--- src/hw/rtl/gopd_pkg.sv ---
// Package for the glyph outline point decoder: phase codes, status codes,
// queue entry and result types. No dependencies.
package gopd_pkg;

    localparam logic [1:0] ST_POINT     = 2'd0;
    localparam logic [1:0] ST_EMPTY     = 2'd1;
    localparam logic [1:0] ST_COMPOSITE = 2'd2;
    localparam logic [1:0] ST_OVERFLOW  = 2'd3;

    localparam int COORD_W = 23;

    typedef enum logic [12:0] {
        PH_IDLE     = 13'b0000000000001,
        PH_NC_LO    = 13'b0000000000010,
        PH_BBOX     = 13'b0000000000100,
        PH_END_HI   = 13'b0000000001000,
        PH_END_LO   = 13'b0000000010000,
        PH_INS_HI   = 13'b0000000100000,
        PH_INS_LO   = 13'b0000001000000,
        PH_INS_SKIP = 13'b0000010000000,
        PH_FLAG     = 13'b0000100000000,
        PH_REPEAT   = 13'b0001000000000,
        PH_X        = 13'b0010000000000,
        PH_Y        = 13'b0100000000000,
        PH_DONE     = 13'b1000000000000
    } phase_t;

    // one input byte as it travels from the front to the back
    typedef struct packed {
        logic [7:0] data_byte;
        logic       glyph_start;
    } byte_item_t;

    typedef struct packed {
        logic [1:0]         status;
        logic [5:0]         point_index;
        logic [COORD_W-1:0] x_coord;
        logic [COORD_W-1:0] y_coord;
        logic               on_path;
        logic               contour_end;
        logic               last;
    } result_t;

endpackage

--- src/hw/rtl/gopd_byte_queue.sv ---
// Two-entry byte queue between the accepting front and the decoding back.
// Depends on gopd_pkg.
module gopd_byte_queue
    import gopd_pkg::*;
(
    input  logic       clk,
    input  logic       rst_n,
    input  logic       in_valid,
    output logic       in_ready,
    input  byte_item_t in_item,
    output logic       out_valid,
    input  logic       out_ready,
    output byte_item_t out_item
);
    byte_item_t mem_reg [2];
    logic       wr_ptr_reg;
    logic       rd_ptr_reg;
    logic [1:0] count_reg;
    logic       push;
    logic       pop;

    assign in_ready  = (count_reg != 2'd2);
    assign out_valid = (count_reg != 2'd0);
    assign out_item  = mem_reg[rd_ptr_reg];
    assign push      = in_valid && in_ready;
    assign pop       = out_valid && out_ready;

    always_ff @(posedge clk)
    begin
        if (push)
        begin
            mem_reg[wr_ptr_reg] <= in_item;
        end
    end

    always_ff @(posedge clk or negedge rst_n)
    begin
        if (!rst_n)
        begin
            wr_ptr_reg <= 1'b0;
            rd_ptr_reg <= 1'b0;
            count_reg  <= 2'd0;
        end
        else
        begin
            if (push)
            begin
                wr_ptr_reg <= ~wr_ptr_reg;
            end
            if (pop)
            begin
                rd_ptr_reg <= ~rd_ptr_reg;
            end
            count_reg <= count_reg + {1'b0, push} - {1'b0, pop};
        end
    end
endmodule

--- src/hw/rtl/gopd_decoder.sv ---
// Back part: parses glyph bytes, holds flag/x/end-point stores and emits point
// results via an output register, at most one per cycle. Depends on gopd_pkg.
module gopd_decoder
    import gopd_pkg::*;
#(
    parameter int MAX_POINTS   = 64,
    parameter int MAX_CONTOURS = 16
)
(
    input  logic       clk,
    input  logic       rst_n,
    input  logic       in_valid,
    output logic       in_ready,
    input  byte_item_t in_item,
    output logic       out_valid,
    input  logic       out_ready,
    output result_t    out_res
);
    localparam int PW = $clog2(MAX_POINTS);
    localparam int CW = $clog2(MAX_CONTOURS + 1);
    localparam int EW = (MAX_CONTOURS > 1) ? $clog2(MAX_CONTOURS) : 1;

    phase_t             phase_reg, phase_next;
    logic [7:0]         hold_reg, hold_next;
    logic               held_reg, held_next;
    logic [CW-1:0]      ctot_reg, ctot_next;
    logic [CW-1:0]      cptr_reg, cptr_next;
    logic [PW:0]        ptot_reg, ptot_next;
    logic [PW:0]        pptr_reg, pptr_next;
    logic [15:0]        skip_reg, skip_next;
    logic [7:0]         rep_reg, rep_next;
    logic               rep_act_reg, rep_act_next;
    logic [COORD_W-1:0] rx_reg, rx_next;
    logic [COORD_W-1:0] ry_reg, ry_next;
    logic [15:0]        endp_reg [MAX_CONTOURS];
    logic [5:0]         flag_mem [MAX_POINTS];
    logic [COORD_W-1:0] x_mem [MAX_POINTS];
    logic [5:0]         flag_rd_reg;
    logic [COORD_W-1:0] x_rd_reg;
    logic [5:0]         prev_flag_reg, prev_flag_next;
    result_t            res_reg, res_next;
    logic               res_valid_reg, res_valid_next;

    logic               slot_free;
    logic               take;
    logic               in_range;
    logic [PW-1:0]      pidx;
    logic [PW-1:0]      raddr;
    logic [5:0]         cur_flag;
    logic [15:0]        word;
    logic [COORD_W-1:0] delta;
    logic               have_delta;
    logic               is_end;
    logic               fwr_en, xwr_en, ewr_en;
    logic [5:0]         fwr_data;
    logic [COORD_W-1:0] xwr_data;
    logic [15:0]        ewr_data;
    logic               cascade;

    assign slot_free = !res_valid_reg || out_ready;
    assign out_valid = res_valid_reg;
    assign out_res   = res_reg;
    assign pidx      = pptr_reg[PW-1:0];
    // stores are read through registers addressed by the next point pointer
    assign raddr     = pptr_next[PW-1:0];
    assign in_range  = (pptr_reg < ptot_reg);
    assign cur_flag  = flag_rd_reg;
    assign word      = {hold_reg, in_item.data_byte};

    // cascade steps and repeat expansion take no byte
    always_comb
    begin
        cascade = 1'b0;
        if (rep_act_reg)
        begin
            cascade = 1'b1;
        end
        else if (phase_reg == PH_X)
        begin
            cascade = !in_range || (!cur_flag[1] && cur_flag[4]);
        end
        else if (phase_reg == PH_Y)
        begin
            cascade = !in_range || (!cur_flag[2] && cur_flag[5]);
        end
    end
    assign in_ready = slot_free && !cascade;
    assign take     = in_valid && in_ready;

    always_comb
    begin
        is_end = 1'b0;
        for (int i = 0; i < MAX_CONTOURS; i++)
        begin
            if ((CW'(i) < ctot_reg) && (endp_reg[i] == 16'(pptr_reg)))
            begin
                is_end = 1'b1;
            end
        end
    end

    always_comb
    begin
        logic sbit, pbit;
        sbit = (phase_reg == PH_X) ? cur_flag[1] : cur_flag[2];
        pbit = (phase_reg == PH_X) ? cur_flag[4] : cur_flag[5];
        have_delta = 1'b0;
        delta = '0;
        if (sbit)
        begin
            have_delta = 1'b1;
            delta = pbit ? COORD_W'(in_item.data_byte)
                         : COORD_W'(0) - COORD_W'(in_item.data_byte);
        end
        else if (held_reg)
        begin
            have_delta = 1'b1;
            delta = COORD_W'(signed'(word));
        end
    end

    always_comb
    begin
        phase_next = phase_reg;
        hold_next = hold_reg;
        held_next = held_reg;
        ctot_next = ctot_reg;
        cptr_next = cptr_reg;
        ptot_next = ptot_reg;
        pptr_next = pptr_reg;
        skip_next = skip_reg;
        rep_next = rep_reg;
        rep_act_next = rep_act_reg;
        rx_next = rx_reg;
        ry_next = ry_reg;
        prev_flag_next = prev_flag_reg;
        res_next = res_reg;
        res_valid_next = res_valid_reg && !out_ready;
        fwr_en = 1'b0; fwr_data = '0;
        xwr_en = 1'b0; xwr_data = '0;
        ewr_en = 1'b0; ewr_data = '0;

        if (rep_act_reg)
        begin
            // expand one repeated flag per cycle
            if (rep_reg != 8'd0 && in_range)
            begin
                fwr_en = 1'b1;
                fwr_data = prev_flag_reg;
                pptr_next = pptr_reg + 1'b1;
                rep_next = rep_reg - 8'd1;
            end
            else
            begin
                rep_act_next = 1'b0;
                if (!in_range)
                begin
                    phase_next = PH_X;
                    pptr_next = '0;
                    rx_next = '0;
                    held_next = 1'b0;
                end
                else
                begin
                    phase_next = PH_FLAG;
                end
            end
        end
        else if (cascade && slot_free)
        begin
            if (phase_reg == PH_X)
            begin
                if (!in_range)
                begin
                    phase_next = PH_Y;
                    pptr_next = '0;
                    ry_next = '0;
                end
                else
                begin
                    xwr_en = 1'b1;
                    xwr_data = rx_reg;
                    pptr_next = pptr_reg + 1'b1;
                end
            end
            else
            begin
                if (!in_range)
                begin
                    phase_next = PH_DONE;
                end
                else
                begin
                    res_valid_next = 1'b1;
                    res_next = '{ST_POINT, 6'(pptr_reg), x_rd_reg, ry_reg,
                                 cur_flag[0], is_end, (pptr_reg + 1'b1 == ptot_reg)};
                    pptr_next = pptr_reg + 1'b1;
                end
            end
        end
        else if (take)
        begin
            if (in_item.glyph_start)
            begin
                phase_next = PH_NC_LO;
                hold_next = in_item.data_byte;
                held_next = 1'b1;
                ctot_next = '0; cptr_next = '0; ptot_next = '0; pptr_next = '0;
                skip_next = '0; rep_next = '0; rx_next = '0; ry_next = '0;
            end
            else
            begin
                unique case (phase_reg) inside
                    PH_NC_LO:
                    begin
                        held_next = 1'b0;
                        res_next = '{ST_POINT, 6'd0, '0, '0, 1'b0, 1'b0, 1'b1};
                        if (word[15])
                        begin
                            res_next.status = ST_COMPOSITE;
                            res_valid_next = 1'b1;
                            phase_next = PH_DONE;
                        end
                        else if (word == 16'd0)
                        begin
                            res_next.status = ST_EMPTY;
                            res_valid_next = 1'b1;
                            phase_next = PH_DONE;
                        end
                        else if (word > 16'(MAX_CONTOURS))
                        begin
                            res_next.status = ST_OVERFLOW;
                            res_valid_next = 1'b1;
                            phase_next = PH_DONE;
                        end
                        else
                        begin
                            ctot_next = CW'(word);
                            cptr_next = '0;
                            skip_next = 16'd8;
                            phase_next = PH_BBOX;
                        end
                    end
                    PH_BBOX, PH_INS_SKIP:
                    begin
                        skip_next = skip_reg - 16'd1;
                        if (skip_reg <= 16'd1)
                        begin
                            skip_next = '0;
                            phase_next = (phase_reg == PH_BBOX) ? PH_END_HI : PH_FLAG;
                        end
                    end
                    PH_END_HI, PH_INS_HI:
                    begin
                        hold_next = in_item.data_byte;
                        held_next = 1'b1;
                        phase_next = (phase_reg == PH_END_HI) ? PH_END_LO : PH_INS_LO;
                    end
                    PH_END_LO:
                    begin
                        held_next = 1'b0;
                        ewr_en = 1'b1;
                        ewr_data = word;
                        cptr_next = cptr_reg + 1'b1;
                        if (cptr_reg + 1'b1 >= ctot_reg)
                        begin
                            if ({1'b0, word} + 17'd1 > 17'(MAX_POINTS))
                            begin
                                res_next = '{ST_OVERFLOW, 6'd0, '0, '0, 1'b0, 1'b0, 1'b1};
                                res_valid_next = 1'b1;
                                phase_next = PH_DONE;
                            end
                            else
                            begin
                                ptot_next = (PW + 1)'(word) + 1'b1;
                                phase_next = PH_INS_HI;
                            end
                        end
                        else
                        begin
                            phase_next = PH_END_HI;
                        end
                    end
                    PH_INS_LO:
                    begin
                        held_next = 1'b0;
                        skip_next = word;
                        pptr_next = '0;
                        phase_next = (word != 16'd0) ? PH_INS_SKIP : PH_FLAG;
                    end
                    PH_FLAG:
                    begin
                        fwr_en = 1'b1;
                        fwr_data = in_item.data_byte[5:0];
                        prev_flag_next = in_item.data_byte[5:0];
                        pptr_next = pptr_reg + 1'b1;
                        if (in_item.data_byte[3])
                        begin
                            phase_next = PH_REPEAT;
                        end
                        else if (pptr_reg + 1'b1 >= ptot_reg)
                        begin
                            phase_next = PH_X;
                            pptr_next = '0;
                            rx_next = '0;
                            held_next = 1'b0;
                        end
                    end
                    PH_REPEAT:
                    begin
                        rep_next = in_item.data_byte;
                        rep_act_next = 1'b1;
                    end
                    PH_X:
                    begin
                        if (have_delta)
                        begin
                            held_next = 1'b0;
                            rx_next = rx_reg + delta;
                            xwr_en = 1'b1;
                            xwr_data = rx_reg + delta;
                            pptr_next = pptr_reg + 1'b1;
                        end
                        else
                        begin
                            hold_next = in_item.data_byte;
                            held_next = 1'b1;
                        end
                    end
                    PH_Y:
                    begin
                        if (have_delta)
                        begin
                            held_next = 1'b0;
                            ry_next = ry_reg + delta;
                            res_valid_next = 1'b1;
                            res_next = '{ST_POINT, 6'(pptr_reg), x_rd_reg,
                                         ry_reg + delta, cur_flag[0], is_end,
                                         (pptr_reg + 1'b1 == ptot_reg)};
                            pptr_next = pptr_reg + 1'b1;
                        end
                        else
                        begin
                            hold_next = in_item.data_byte;
                            held_next = 1'b1;
                        end
                    end
                    default:
                    begin
                    end
                endcase
            end
        end
    end

    always_ff @(posedge clk)
    begin
        if (fwr_en)
        begin
            flag_mem[pidx] <= fwr_data;
        end
        if (xwr_en)
        begin
            x_mem[pidx] <= xwr_data;
        end
        if (ewr_en)
        begin
            endp_reg[cptr_reg[EW-1:0]] <= ewr_data;
        end
        // pass a flag written at the address being read straight through
        flag_rd_reg <= (fwr_en && (pidx == raddr)) ? fwr_data : flag_mem[raddr];
        x_rd_reg <= x_mem[raddr];
        prev_flag_reg <= prev_flag_next;
        res_reg <= res_next;
        hold_reg <= hold_next;
        skip_reg <= skip_next;
        rep_reg <= rep_next;
        rx_reg <= rx_next;
        ry_reg <= ry_next;
    end

    always_ff @(posedge clk or negedge rst_n)
    begin
        if (!rst_n)
        begin
            phase_reg <= PH_IDLE;
            held_reg <= 1'b0;
            ctot_reg <= '0;
            cptr_reg <= '0;
            ptot_reg <= '0;
            pptr_reg <= '0;
            rep_act_reg <= 1'b0;
            res_valid_reg <= 1'b0;
        end
        else
        begin
            phase_reg <= phase_next;
            held_reg <= held_next;
            ctot_reg <= ctot_next;
            cptr_reg <= cptr_next;
            ptot_reg <= ptot_next;
            pptr_reg <= pptr_next;
            rep_act_reg <= rep_act_next;
            res_valid_reg <= res_valid_next;
        end
    end
endmodule

--- src/hw/rtl/glyph_outline_point_decoder.sv ---
// Top level of the glyph outline point decoder: byte queue plus decoder.
// Depends on gopd_pkg, gopd_byte_queue and gopd_decoder.
//
// Usage: feed the bytes of a simple glyph record on s_axis, one per
// transaction, with s_axis_tuser high on the first byte (contour count high
// byte). Results leave on m_axis: one transaction per point in index order,
// or a single status transaction for empty, composite or oversized glyphs.
// m_axis_tlast marks the final result of a glyph.
// Throughput: one byte per cycle while parsing, unless the output stalls.
// No byte is taken while repeated flags are expanded or a repeat run is
// closed, for points whose delta takes no bytes, or at an x-to-y or
// y-to-done change. A byte's result sits in the output register in the
// cycle after the byte leaves the queue; between the byte's transaction
// and its result lie the queue entry and the output register.
// Reset clears the parser to wait for a glyph start; stores need no clearing.
// When m_axis_tready is low the output register holds, the decoder stalls
// and the two-entry queue fills before s_axis_tready falls.
module glyph_outline_point_decoder
    import gopd_pkg::*;
#(
    parameter int MAX_POINTS   = 64,
    parameter int MAX_CONTOURS = 16
)
(
    input  logic        clk,
    input  logic        rst_n,
    input  logic        s_axis_tvalid,
    output logic        s_axis_tready,
    input  logic [7:0]  s_axis_tdata,   // data_byte
    input  logic        s_axis_tuser,   // glyph_start
    output logic        m_axis_tvalid,
    input  logic        m_axis_tready,
    output logic [55:0] m_axis_tdata,   // status, point_index, x_coord, y_coord,
                                        // on_path, contour_end
    output logic        m_axis_tlast    // last
);
    byte_item_t q_in, q_out;
    logic       q_valid, q_ready;
    result_t    res;

    // hold the byte and its start mark together through the queue
    assign q_in = '{s_axis_tdata, s_axis_tuser};

    gopd_byte_queue u_queue (
        .clk       (clk),
        .rst_n     (rst_n),
        .in_valid  (s_axis_tvalid),
        .in_ready  (s_axis_tready),
        .in_item   (q_in),
        .out_valid (q_valid),
        .out_ready (q_ready),
        .out_item  (q_out)
    );

    gopd_decoder #(
        .MAX_POINTS   (MAX_POINTS),
        .MAX_CONTOURS (MAX_CONTOURS)
    ) u_decoder (
        .clk       (clk),
        .rst_n     (rst_n),
        .in_valid  (q_valid),
        .in_ready  (q_ready),
        .in_item   (q_out),
        .out_valid (m_axis_tvalid),
        .out_ready (m_axis_tready),
        .out_res   (res)
    );

    assign m_axis_tdata = {res.contour_end, res.on_path, res.y_coord, res.x_coord,
                           res.point_index, res.status};
    assign m_axis_tlast = res.last;
endmodule
--- config.mk ---
export PLATFORM = sky130hd
export DESIGN_NAME = glyph_outline_point_decoder
export DESIGN_NICKNAME = d
export VERILOG_FILES = /design/src/hw/rtl/gopd_pkg.sv /design/src/hw/rtl/gopd_byte_queue.sv /design/src/hw/rtl/gopd_decoder.sv /design/src/hw/rtl/glyph_outline_point_decoder.sv
export SDC_FILE = /design/constraint.sdc
export NUM_CORES = 2
export LEC_CHECK = 0
export BUFFER_PORTS_ARGS = -buffer_cell sky130_fd_sc_hd__buf_2
export CAP_MARGIN = 20
export CORE_ASPECT_RATIO = 1.75
export CORE_MARGIN = 4
export CORE_UTILIZATION = 50
export CTS_CLUSTER_SIZE = 28
export DETAILED_ROUTE_END_ITERATION = 10
export GPL_TIMING_DRIVEN = 0
export HOLD_SLACK_MARGIN = 0.02
export PLACE_DENSITY_LB_ADDON = 0.05
export SETUP_SLACK_MARGIN = 0.02
export SYNTH_ARGS = -nofsm -noshare
export SYNTH_HDL_FRONTEND = slang
export SYNTH_SLANG_ARGS = --single-unit
--- constraint.sdc ---
create_clock -name clk -period 14.4 [get_ports clk]
set_input_delay 0.72 -clock clk [delete_from_list [all_inputs] [get_ports clk]]
set_output_delay 0.72 -clock clk [all_outputs]
set_load 0.01 [all_outputs]
# Word-level counts from Yosys, hierarchy flattened
# Memory sizes are Yosys's and may differ from the RTL's. A register that Yosys moved wholly into a read port is not among the register bits.
# Index checks and enable logic that the tools add are counted.
# Widths: inputs -> output; s select.
# classes
addsub	11
magnitude_cmp	22
eq_ne	58
n_mux	190
bitwise_logic	5
n_reduce_logical	71
# op_table
cell	count
$mux 23	26
$mux 57	8
$eq 16x7->1	16
$mux 13	16
$pmux 57 s3	1
$mux 16	9
$mux 7	17
$pmux 13 s6	1
$mux 1	76
$mux 8	8
$pmux 16 s3	1
$add 23x23->23	2
$pmux 23 s2	1
$mux 5	9
$lt 4x5->1 const A	8
$mux 6	6
$reduce_and 7->1	5
$logic_and 1x1->1	24
$pmux 7 s3	1
$lt 3x5->1 const A	4
$ne 2x2->1 const B	10
$mux 9	2
$reduce_and 6->1	3
$reduce_bool 3->1	6
other kinds (60)	97
# totals
ff_bits	185
ram_bits	2130
in_bits	13
out_inout_bits	59
word_cells	386
memories	4
# memory_table
name	depth	width	read_ports	rd_clocked_by_memory_dff	wr	line	rtl
u_decoder.x_mem	64	23	1	1	1	gopd_decoder.sv:37	logic [COORD_W-1:0] x_mem [MAX_POINTS];
u_decoder.flag_mem	64	6	1	1	1	gopd_decoder.sv:36	logic [5:0] flag_mem [MAX_POINTS];
u_decoder.endp_reg	16	16	16	0	1	gopd_decoder.sv:35	logic [15:0] endp_reg [MAX_CONTOURS];
u_queue.mem_reg	2	9	1	0	1	gopd_byte_queue.sv:15	byte_item_t mem_reg [2];

# Depth between registers and ports, before layout
# An unclocked memory read counts as a cell.
# logic_depth
word_depth	24
mapped_depth	30

# Modules after synthesis
# Synthesis repeated with hierarchy kept, for this count alone.
# unflattened
hier_cells	5143
hier_area_um2	92334.8
# modules_own_cells
mod	n_inst	cells_each	area_per_inst_um2
gopd_decoder	1	5098	91489.0
gopd_byte_queue	1	45	845.8

# Worst setup path after synthesis
# No wires, ideal clock.
# synth_path
path_kind	flip-flop to flip-flop
from	register with a tool-made name
to	memory u_decoder.x_mem[0][21] (data pin)
arrival_ns	8.188
t_required_ns	13.699
path_slack_ns	5.510
path_stages_with_launch	30
path_buffers	5
path_cell_list	dfxtp_1 buf_6 buf_12 buf_12 mux4_2 mux2i_1 mux2i_1 a211o_1 nand3_1 o21a_1 clkbuf_1 or2_2 clkbuf_1 nor2_1 a221oi_1 ha_1 a21o_1 a21oi_1 o21bai_1 a21oi_1 o21bai_1 a21oi_1 o21ai_0 a21oi_1 nor2_1 a211oi_1 nand2b_1 o21ai_0 o311a_1 o21ai_0
# synth_lines
element	line
to (decl)	gopd_decoder.sv:37

# Final worst setup path
# layout_path
from	register u_decoder.pptr_reg[5]
to	register u_decoder.x_rd_reg[9] (read register of u_decoder.x_mem)
# layout_between
elab_chain_cells	12
elab_cells_between_ends	27
classes_between	add/sub (1); order compare (2); mux (16); reduce/logical (8)
# layout_rtl
element	line	rtl
from (decl)	gopd_decoder.sv:29	logic [PW:0] pptr_reg, pptr_next;
from (signal assigned)	gopd_decoder.sv:402	pptr_reg <= pptr_next;
branches (longest 11 deep; another with $add 7x1->7)	-	
$mux 7 (*)	gopd_decoder.sv:143	if (rep_act_reg)
named net u_decoder.pptr_next[4]	gopd_decoder.sv:29	
to (decl)	gopd_decoder.sv:39	logic [COORD_W-1:0] x_rd_reg;
# Mark *: on every way through the listed nets, which the timed path passes. The select of a mux whose other input is x is not followed.
# A chain may end at the register's enable or synchronous reset.

==> out/metrics.csv <==
stage;metric;value;unit
finish;layout cells sized above 1;12.03;%
status;outcome;complete, no violations;
setup_path;Setup CP Type;register to register;
power;Clk pwr share;28.1;%
synthesis;number of synthesized flops with an enable pin;2206;
finish;fillers;14893;
power;internal power;12.62;mW
route;Met3 Wirelength;15.43;mm
synthesis;most frequent cell after synthesis;edfxtp_1;
setup_path;Worst Path Required;15.17;ns
synthesis;Seq/Total Area, Yosys;72.54;%
synthesis;register bit count reported by yosys;2279;
power;sw power;7.151;mW
finish;Non-Filler Cell Area, Final;106500;sq um
synthesis;Cells after Synth;6397;
route;DR top layer;met4;
power;Sw Share;36.16;%
sta;Max-slew headroom;10.29;%
synthesis;top-area cell type share of the netlist area;70.75;%
synthesis;Avg Inst Size Synth;14.64;sq um
floorplanning;chip width;335.1;um
finish;number of flip-flops in the largest register;1472;
flow_run;maxcap violations;0;
clock_network;number of CTS-inserted buffers;209;
finish;Area growth, synth to finish;13.75;%
placement;RePlAce Congestion;0.9947;
power;worst vdd ir;0.0001326;V
grt;GRT Util Overall;30.99;%
sta;setup ws final;4.044;ns
setup_path;Crit path arrival time;11.12;ns
sta;RSZ-0062 raised after global routing;false;
power;Sequential Power Share;38.8;%
route;Routed WL;306.0;mm
synthesis;Post-Synth XOR/XNOR Area;1.740;%
placement;PortBufs;71;
sta;Hold Vio Cnt, Final;0;
clock_network;cells resized by post-CTS repair;0;
clock_network;H-tree lvl count;4;
grt;grt ovf;0;
synthesis;Yosys top cell by area;edfxtp_1;
sta;final period utilization;71.92;%
route;DRC errors left;0;
power;Leak;36.68;nW
clock_network;clk slew on worst S/H paths;0.07;ns
synthesis;yosys warns;0;
synthesis;largest family of logic cells by synthesized area;simple AND/OR/NAND/NOR gates;
route;routed length on met1;103.5;mm
synthesis;simple-gate portion of the synthesized area;10.85;%
synthesis;Compound-Gate Fraction of Synth Area;6.411;%
floorplanning;Initial Utilization;50.43;%
synthesis;Post-synth top flop;edfxtp_1;
route;first-pass detailed-route iteration total;7;
setup_path;CP endpoint kind;register;
synthesis;Post-Syn Area;93640;sq um
route;Post-DRT Antenna Nets;0;
floorplanning;Core Box Area;185700;sq um
clock_network;Longest Clk Path Bufs;4;
sta;Fmax;96.56;MHz
synthesis;Post-synth top cells;2206 x edfxtp_1, 866 x nand2_1, 397 x a211oi_1, 344 x nor2_1, 333 x mux2i_1;
route;via count;57804;
floorplanning;num rows;209;
clock_network;clk_lat worst skew;0.87;ns
synthesis;syn_nets;6492;
power;Comb pwr share;33.1;%
floorplanning;Die Ht;580.5;um
route;met2 WL;157.6;mm
synthesis;dominant cells by area after synthesis;edfxtp_1 71%, mux2i_1 3.6%, nand2_1 3.5%;
synthesis;mux contribution to synthesized area;5.296;%
sta;Slew @ Worst Pin;1.346;ns
synthesis;adder-cell share of the synthesized area;1.112;%
sta;Period minus WS final;10.36;ns
setup_path;crit path launch type;register;
synthesis;Post-synth ARST share;1.931;%
placement;pre-CTS setup slack;4.226;ns
grt;first-pass GRT wire length;426.3;mm
grt;largest net degree at the start of global routing;65;
placement;detailed placement HPWL;220.8;mm
route;First DRT Iteration DRCs;5493;
route;DR vias/cell;6.146;
route;Routed WL per cell;32.54;um
grt;initial antenna violation count;12;
floorplanning;top-level I/O count;72;
sta;post-route clock skew;0.06791;ns
clock_network;CTS tree;done;
min_path;HP Class;primary input to register;
power;PD cells;185.6;nW/um^2
setup_path;peak fanout along the critical path;11;
clock_network;clk sink count;2279;
sta;Slew Viols, Final;0;
sta;Setup-failing EPs final;0;
clock_network;Root Buffer;clkbuf_16;
synthesis;Distinct cells, synth;88;
grt;number of global-route vias before repair;58037;
placement;Post-DP Area;99690;sq um
floorplanning;die footprint;194500;sq um
finish;final net count;6900;
## worst max-delay path, cell delays in order, from the launching register on
cell,delay [ns]
dfrtp_1,0.39
clkbuf_1,0.73
clkbuf_1,0.85
clkbuf_1,0.73
nand3_1,1.05
nor2_1,0.40
xor2_1,0.23
ha_1,0.29
a21oi_1,0.33
o21ai_0,0.25
a2bb2oi_1,0.26
nor3_1,0.45
a221oi_2,0.11
o32ai_2,0.96
buf_2,0.62
nand4_1,0.59
clkbuf_1,0.42
a211oi_1,0.85
a31oi_1,0.26
nand4_1,0.28
nand4b_1,0.19
## final cells by class
| cell class | count | area [sq um] | area share (%) |
|---|---|---|---|
| Sequential cell | 2279 | 67930 | 63.77 |
| Multi-Input combinational cell | 3674 | 24490 | 22.99 |
| Clock buffer | 272 | 5713 | 5.364 |
| Tap cell | 2426 | 3035 | 2.850 |
| Timing Repair Buffer | 197 | 2396 | 2.250 |
| Buffer | 383 | 1693 | 1.589 |
| Clock inverter | 107 | 1012 | 0.9503 |
| Inverter | 61 | 229.0 | 0.2150 |
| Antenna cell | 6 | 15.01 | 0.01410 |
## per-layer routing
metal  vias up  GRT usage, %
met2      2349         55.35
li1      25343             -
met5         -             0
met4         0         23.96
met1     29298         33.65
met3       814         3.141
## cell usage in the layout (no fill, tap or decap), types with 86 or more instances in the layout
cell and instances:
a211oi_1 396, a21oi_1 86, a31oi_1 102, and3_1 291, buf_2 190, clkbuf_1 266, clkbuf_16 214, edfxtp_1 2206
mux2i_1 332, nand2_1 866, nand3_1 249, nor2_1 267, xnor2_1 112
## power by group through the flow
stage | combinational, mW | clock [mW] | sequential [mW]
global route | 6.80 | 5.87 | 7.69
finish | 6.54 | 5.56 | 7.68
global placement | 6.15 | 0 | 7.82
CTS | 6.43 | 5.62 | 7.67
floorplan | 3.65 | 0 | 7.75
detailed placement | 6.40 | 0 | 7.81
## through the flow
stage	util [%]	cells	setup TNS (ns)	power, mW	hold WS [ns]
floorplan	-	6397	0	11.40	0.4244
global placement	52.26	8894	-766.10	13.97	0.4725
detailed placement	53.70	9013	0	14.21	0.4706
CTS	57.32	9393	0	19.73	0.04541
global route	57.36	9403	0	20.36	0.06857
finish	57.37	9405	0	19.77	0.09090
## what timing repair did
item / 4_1_cts / 5_1_grt
buffers inserted: 0 / 0
hold buffers: 1 / 0
endpoints found under the hold margin: 17 / 0
## final timing paths
check / slack, ns / end / cells after the start / start
setup / recovery: 4.04 / u_decoder.x_rd_reg[9]$_DFF_P_ / 20 / u_decoder.pptr_reg[5]$_DFF_PN0_
hold / removal: 0.09 / u_queue.mem_reg[1][4]$_DFFE_PP_ / 1 / s_axis_tdata[3]
setup reg to reg: 4.04 / u_decoder.x_rd_reg[9]$_DFF_P_ / 20 / u_decoder.pptr_reg[5]$_DFF_PN0_
hold reg to reg: 0.49 / u_queue.wr_ptr_reg$_DFFE_PN0P_ / 1 / u_queue.wr_ptr_reg$_DFFE_PN0P_
max in group asynchronous: 13.40 / u_decoder.pptr_reg[1]$_DFF_PN0_ / 3 / rst_n
min in group asynchronous: 0.41 / u_decoder.held_reg$_DFFE_PN0P_ / 2 / rst_n
## cell families after synthesis
kind of cell,after synthesis
xor gates and xnor gates,186
AOI/OAI and AO/OA,857
adders and majority gates,82
DFF,2279
muxes,408
and+or+nand+nor,2141
buffers and inverters,444
No activity file was read; power rests on OpenSTA's default activity.
